$ cat config.mk
export PLATFORM = sky130hd
export DESIGN_NAME = dll_controller
export DESIGN_NICKNAME = d
export VERILOG_FILES = /design/src/rtl/dll_pkg.sv /design/src/rtl/dll_controller.sv
export SDC_FILE = /design/constraint.sdc
export NUM_CORES = 1
export LEC_CHECK = 0
export BUFFER_PORTS_ARGS = -buffer_cell sky130_fd_sc_hd__buf_2
export CAP_MARGIN = 20
export CORE_MARGIN = 10
export CORE_UTILIZATION = 45
export CTS_CLUSTER_SIZE = 8
export DETAILED_ROUTE_END_ITERATION = 6
export PLACE_DENSITY_LB_ADDON = 0.25
export RECOVER_POWER = 50
export SETUP_SLACK_MARGIN = 0.05
export SKIP_LAST_GASP = 1
export SYNTH_ARGS = -nofsm -noshare
export SYNTH_HDL_FRONTEND = slang
export SYNTH_SLANG_ARGS = --single-unit
$ cat constraint.sdc
create_clock -name clock -period 2.08 [get_ports clock]
set_input_delay 0.208 -clock clock [delete_from_list [all_inputs] [get_ports clock]]
set_output_delay 0.208 -clock clock [all_outputs]
set_load 0.005 [all_outputs]
$ cat src/rtl/dll_pkg.sv
`default_nettype none

package dll_pkg;

   // pool and list geometry
   localparam int POOL_NODES = 1024;
   localparam int LIST_COUNT = 4;
   localparam int NODE_W     = 10;
   localparam int PTR_W      = 11;
   localparam int CNT_W      = 11;
   localparam int LIST_W     = 2;
   localparam int OP_W       = 4;
   localparam int ST_W       = 2;

   // link value meaning no neighbour
   localparam logic [PTR_W-1:0] NO_LINK = PTR_W'(POOL_NODES);
   localparam logic [CNT_W-1:0] POOL_CNT = CNT_W'(POOL_NODES);

   // opcodes
   localparam logic [OP_W-1:0] OP_APPEND   = 4'd0;
   localparam logic [OP_W-1:0] OP_INSERT   = 4'd1;
   localparam logic [OP_W-1:0] OP_DEL_NODE = 4'd2;
   localparam logic [OP_W-1:0] OP_DEL_HEAD = 4'd3;
   localparam logic [OP_W-1:0] OP_DEL_TAIL = 4'd4;
   localparam logic [OP_W-1:0] OP_HEAD     = 4'd5;
   localparam logic [OP_W-1:0] OP_TAIL     = 4'd6;
   localparam logic [OP_W-1:0] OP_NTH      = 4'd7;
   localparam logic [OP_W-1:0] OP_NEXT     = 4'd8;
   localparam logic [OP_W-1:0] OP_PREV     = 4'd9;
   localparam logic [OP_W-1:0] OP_COUNT    = 4'd10;
   localparam logic [OP_W-1:0] OP_CLEAR    = 4'd11;
   localparam logic [OP_W-1:0] OP_CHECK    = 4'd12;
   localparam logic [OP_W-1:0] OP_FILL     = 4'd13;

   // response status codes
   localparam logic [ST_W-1:0] ST_OK   = 2'd0;
   localparam logic [ST_W-1:0] ST_NONE = 2'd1;
   localparam logic [ST_W-1:0] ST_BAD  = 2'd2;

   typedef enum logic [3:0] {
      CMD_NONE,
      CMD_LOAD,
      CMD_IMM,
      CMD_ADD_A,
      CMD_ADD_B,
      CMD_UNL_RD,
      CMD_UNL_WR,
      CMD_NB_RD,
      CMD_NB_RESP,
      CMD_WALK_INIT,
      CMD_WALK_STEP,
      CMD_WALK_LOAD,
      CMD_WALK_TURN,
      CMD_WALK_RESP,
      CMD_FILL_INIT,
      CMD_FILL_STEP
   } cmd_type;

   typedef struct packed {
      cmd_type code;
      logic    respond;
   } ctl_type;

   typedef struct packed {
      logic [OP_W-1:0] op;
      logic            len_zero;
      logic            len_full;
      logic            pos_in_range;
      logic            cur_none;
      logic            walk_bound;
      logic            walk_match;
      logic            walk_dir;
      logic            fill_done;
      logic            out_free;
   } sts_type;

   function automatic logic [PTR_W-1:0] norm_link(input logic [PTR_W-1:0] v);
      norm_link = (v >= NO_LINK) ? NO_LINK : v;
   endfunction

endpackage

`default_nettype wire

$ cat src/rtl/dll_controller.sv
`default_nettype none

module dll_controller (
   input  wire              clock,
   input  wire              reset,
   input  wire              req_valid,
   output logic             req_stall,
   input  dll_pkg::sts_type sts,
   output dll_pkg::ctl_type ctl
);

   typedef enum logic [2:0] {
      S_IDLE,
      S_DISPATCH,
      S_ADD_B,
      S_UNL_WR,
      S_NB_RESP,
      S_WALK_STEP,
      S_WALK_LOAD,
      S_FILL
   } state_type;

   state_type state_ff, state_in;

   always_comb begin
      state_in = state_ff;
      ctl.code = dll_pkg::CMD_NONE;
      case (state_ff)
         S_IDLE: begin
            if (req_valid) begin
               ctl.code = dll_pkg::CMD_LOAD;
               state_in = S_DISPATCH;
            end
         end
         S_DISPATCH: begin
            case (sts.op)
               dll_pkg::OP_APPEND, dll_pkg::OP_INSERT: begin
                  if (!sts.len_full) begin
                     ctl.code = dll_pkg::CMD_ADD_A;
                     state_in = S_ADD_B;
                  end else if (sts.out_free) begin
                     ctl.code = dll_pkg::CMD_IMM;
                     state_in = S_IDLE;
                  end
               end
               dll_pkg::OP_DEL_NODE, dll_pkg::OP_DEL_HEAD, dll_pkg::OP_DEL_TAIL: begin
                  if (!sts.len_zero) begin
                     ctl.code = dll_pkg::CMD_UNL_RD;
                     state_in = S_UNL_WR;
                  end else if (sts.out_free) begin
                     ctl.code = dll_pkg::CMD_IMM;
                     state_in = S_IDLE;
                  end
               end
               dll_pkg::OP_NEXT, dll_pkg::OP_PREV: begin
                  ctl.code = dll_pkg::CMD_NB_RD;
                  state_in = S_NB_RESP;
               end
               dll_pkg::OP_NTH: begin
                  if (sts.pos_in_range) begin
                     ctl.code = dll_pkg::CMD_WALK_INIT;
                     state_in = S_WALK_STEP;
                  end else if (sts.out_free) begin
                     ctl.code = dll_pkg::CMD_IMM;
                     state_in = S_IDLE;
                  end
               end
               dll_pkg::OP_CHECK: begin
                  ctl.code = dll_pkg::CMD_WALK_INIT;
                  state_in = S_WALK_STEP;
               end
               dll_pkg::OP_FILL: begin
                  ctl.code = dll_pkg::CMD_FILL_INIT;
                  state_in = S_FILL;
               end
               default: begin
                  if (sts.out_free) begin
                     ctl.code = dll_pkg::CMD_IMM;
                     state_in = S_IDLE;
                  end
               end
            endcase
         end
         S_ADD_B: begin
            if (sts.out_free) begin
               ctl.code = dll_pkg::CMD_ADD_B;
               state_in = S_IDLE;
            end
         end
         S_UNL_WR: begin
            if (sts.out_free) begin
               ctl.code = dll_pkg::CMD_UNL_WR;
               state_in = S_IDLE;
            end
         end
         S_NB_RESP: begin
            if (sts.out_free) begin
               ctl.code = dll_pkg::CMD_NB_RESP;
               state_in = S_IDLE;
            end
         end
         S_WALK_STEP: begin
            if (sts.op == dll_pkg::OP_CHECK && sts.cur_none && sts.walk_match
                && !sts.walk_dir) begin
               ctl.code = dll_pkg::CMD_WALK_TURN;
            end else if (sts.cur_none || sts.walk_bound) begin
               if (sts.out_free) begin
                  ctl.code = dll_pkg::CMD_WALK_RESP;
                  state_in = S_IDLE;
               end
            end else begin
               ctl.code = dll_pkg::CMD_WALK_STEP;
               state_in = S_WALK_LOAD;
            end
         end
         S_WALK_LOAD: begin
            ctl.code = dll_pkg::CMD_WALK_LOAD;
            state_in = S_WALK_STEP;
         end
         S_FILL: begin
            if (!sts.fill_done) begin
               ctl.code = dll_pkg::CMD_FILL_STEP;
            end else if (sts.out_free) begin
               ctl.code = dll_pkg::CMD_IMM;
               state_in = S_IDLE;
            end
         end
         default: state_in = S_IDLE;
      endcase
      ctl.respond = (ctl.code == dll_pkg::CMD_IMM) || (ctl.code == dll_pkg::CMD_ADD_B) ||
                    (ctl.code == dll_pkg::CMD_UNL_WR) || (ctl.code == dll_pkg::CMD_NB_RESP) ||
                    (ctl.code == dll_pkg::CMD_WALK_RESP);
      req_stall = (state_ff != S_IDLE);
   end

   always_ff @(posedge clock) begin
      if (reset) begin
         state_ff <= S_IDLE;
      end else begin
         state_ff <= state_in;
      end
   end

endmodule

`default_nettype wire

# After elaboration in Yosys (flattened, before gate mapping)
# Index checks and enable logic that the tools add are counted.
# word_totals
reg_bits,3
latchBits,0
mem_bits_rw,0
rom_bits,0
input_bits,16
output_inout_bits,6
wordCells,66
n_memories,0
# op_classes
n_addsub,0
n_mul,0
div,0
order_cmp,0
n_eq_ne,24
n_shift,0
n_mux,24
n_bitwise,0
reduce_logical,17
# op_table
operator,count
one-hot mux 3 bit (6 select lines),2
2-to-1 mux 3 bit,11
one-hot mux 4 bit (8 select lines),1
"== test 4 bit, second input constant",6
2-to-1 mux 4 bit,6
one-hot mux 4 bit (6 select lines),1
"== test 4 x 3 -> 1 bit, second input constant",4
"== test 3 bit, second input constant",4
"== test 4 x 2 -> 1 bit, second input constant",3
"== test 3 x 2 -> 1 bit, second input constant",2
"!= test 2 bit, second input constant",3
OR reduction 3 bit,2
logical OR 1 bit,5
"== test 4 x 1 -> 1 bit, second input constant",1
logical NOT 4 bit,1
2-to-1 mux 2 bit,2
OR reduction 2 bit,2
"== test 3 x 1 -> 1 bit, second input constant",1
logical AND 1 bit,3
logical NOT 3 bit,1
AND reduction 3 bit,1
nonzero test 3 bit,1
logical NOT 1 bit,1
2-to-1 mux 1 bit,1

# Logic depth before layout (Yosys ltp)
# depth
word_depth,11
mapped_depth,8
depth_no_buf,7

# Least setup slack after synthesis
# OpenSTA, ideal clock, no wires.
# synth_timing
path_kind,input-to-output
from,input port sts[0] (netlist bit)
to,output port ctl[0] (netlist bit)
arrival_ns,1.622
required_ns,1.872
slack_ns,0.250
stages,7
path_buffers,1
cell_sequence,buf_6 > inv_4 > o2111a_1 > o32a_1 > o311a_1 > a211o_1 > o21ai_1
# synth_lines
item,line,text
start: declaration,dll_controller.sv:8,"input dll_pkg::sts_type sts,"
end: declaration,dll_controller.sv:9,output dll_pkg::ctl_type ctl

==> impl_metrics.json <==
{
  "cts.path.max_buffers": 2,
  "utilization_pct": 72.3,
  "setup_viol": 0,
  "ys_ff_latch": 3,
  "die-area_sq_mm": 0.00359,
  "nFillCells": 128,
  "synth_ff_type": "dfxtp_1",
  "critPathLaunchType": "primary input",
  "first_pass_iters": 4,
  "crit_required_ns": 1.87,
  "synth_area_sq_um": 716,
  "viasPerCell": 6.62,
  "synth_edf_count": 0,
  "cts_made_buffers": 3,
  "synth_top_area_cell": "dfxtp_1",
  "wl_per_cell_um": 18.3,
  "status": "finished clean",
  "worstSkewPairLatency_ns": 0.24,
  "timing.final.ws_setup_ns": 0.0845,
  "post-place-ws_ns": -0.00142,
  "root_buffer": "clkbuf_4",
  "worstPathMaxFanout": 3,
  "ctsHoldBuffers": 0,
  "crit_type": "primary input to primary output",
  "hold_violations": 0,
  "h-tree-depth": 1,
  "path_delay_family": "compound AO/OA/AOI/OAI gates",
  "cts.sinks": 3,
  "yosysTopAreaCellShare_pct": 8.39,
  "drc": 0,
  "die_w_um": 59.9,
  "min_path_type": "primary input to register",
  "grt_overflow": 0,
  "synth_fp_nets": 130,
  "io_pins": 22,
  "critPathBufInv": 3,
  "nets": 165,
  "tns_ns": 0,
  "slew-limit-headroom_pct": 72.2,
  "grt_pass1_vias": 972,
  "antenna_found_initial": 0,
  "drt_iter0_drc": 51,
  "io_buffer_count": 21,
  "multi_input_area_sq_um": 662,
  "end_kind": "primary output",
  "start_util_pct": 47.5,
  "max_stage_delay_ns": 0.39,
  "grt_pass1_wl_mm": 4.02,
  "core_area_sq_mm": 0.00151,
  "slew_violations": 0,
  "cts_tree": "done",
  "powerDensity_mw_per_mm2": 364,
  "p_leak_nw": 0.468,
  "finalWirelength_mm": 3.00,
  "synthToLayoutAreaGrowth_pct": 52.3,
  "max_cap_violations": 0,
  "yosysUniqueCellTypes": 44,
  "worst_pin_slew_ns": 0.415,
  "path_clk_slew_ns": 0.05,
  "holdWs_ns": 0.164,
  "finalCritPeriodShare_pct": 95.9,
  "largest_reg_flops": 3,
  "largest_registers": "state_ff (3)",
  "track_usage_pct": 13.6,
  "ant_nets": 0,
  "synth-async-reset-ratio_pct": 0,
  "rows": 14,
  "die_h_um": 59.9,
  "period_needed_ns": 2.00,
  "largest_register": "state_ff",
  "critical_path.slowest_cell": "o311a_1",
  "fmax_mhz": 501,
  "place.gp.congestion": 1.02,
  "grt_max_degree": 14,
  "cp.arrival_ns": 1.79,
  "path_cells": "buf_4, inv_4, o2111a_1, o32a_1, o311a_1, a211o_1, o21ai_1, buf_2",
  "fin_skew_ns": 0.0128,
  "synth_cells": 114,
  "diodes": 0,
  "num_vias": 1086,
  "place_hpwl_mm": 1.85,
  "peakVddDrop_uv": 409,
  "yosysWarnings": 0,
  "synth_commonest_cells": "12 x nand2_1, 12 x nor2_1, 9 x inv_1",
  "synthTopCellsByArea": "dfxtp_1 8.4%, nand2_1 6.3%, nor2_1 6.3%, a21oi_1 5.6%, o21ai_0 5.6%",
  "drive_above_1_share_pct": 41.9,
  "seq_area_frac_synth_pct": 8.39,
  "syn_avg_cell_area_sq_um": 6.28,
  "register_area_sq_um": 66.3
}
==> cell type report <==
class                   count  share of cell area, %
multi-input cells          94                   60.7
repair buffers             37                   25.3
flip-flops and latches      3                   6.08
inverters                  10                   3.67
clock buffers               4                   2.41
well taps                  16                   1.84
==> worst register-to-register path: cells and delay by family (launching register included) <==
family	cells	cell delay (ns)
AO/OA/AOI/OAI	3	0.55
buffers and inverters	1	0.16
flip-flops	1	0.37
AND/OR/NAND/NOR	2	0.18
==> cell usage in the layout, fill, tap and decap left out, drive strengths merged, types with 2 or more instances in the layout <==
cell	count
a21oi	8
o31ai	2
nor3	4
nor2b	2
or3	2
dfxtp	3
nor2	12
buf	35
nand2b	3
clkbuf	6
nand3	4
a211oi	3
nand2	12
o211ai	3
o22ai	3
o2111a	2
nor3b	4
a31oi	2
o21ai	9
inv	10
==> repair_timing <==
item / 4_1_cts / 5_1_grt
setup buffers: 2 / 4
gates cloned: 0 / 1
gates resized for setup: 12 / 21
setup endpoints to repair: 1 / 1
pin swaps: 3 / 13
==> metal layers <==
layer	global-route usage, %	routed length (um)	vias to the layer above
met1	16.5	1240	496
met3	2.97	305	12
li1	-	-	506
met2	21.9	1340	72
met5	0	0	-
met4	6.41	113	0
==> through the flow <==
| stage | cells | cell area [sq um] | total power, mW |
|---|---|---|---|
| global placement | 153 | 867 | 0.235 |
| floorplan | 114 | 716 | 0.175 |
| global route | 164 | 1090 | 0.424 |
| detailed placement | 153 | 867 | 0.237 |
| finish | 164 | 1090 | 0.396 |
| CTS | 159 | 960 | 0.357 |
==> cell families after synthesis <==
family | synth area share, %
DFF | 8.39
buffers and inverters | 11.4
and+or+nand+nor | 35.1
AOI/OAI and AO/OA | 45.1
==> report_power, final <==
part	leakage, nW	total, mW	internal (mW)	switching (mW)
Clock	0.0150	0.104	0.0719	0.0318
Combinational	0.427	0.221	0.102	0.120
Sequential	0.0261	0.0712	0.0623	0.00887
Total	0.468	0.396	0.236	0.161
==> path summary, 6_finish.rpt <==
check,startpoint,end,slack (ns),depth (start not counted)
max,sts[0],ctl[0],0.08,8
min,reset,state_ff[2]$_SDFFE_PP0P_,0.16,2
max reg2reg,state_ff[0]$_SDFFE_PP0P_,state_ff[1]$_SDFFE_PP0P_,0.70,6
min reg2reg,state_ff[2]$_SDFFE_PP0P_,state_ff[2]$_SDFFE_PP0P_,0.65,3
Power figures use the tool's default switching activity.
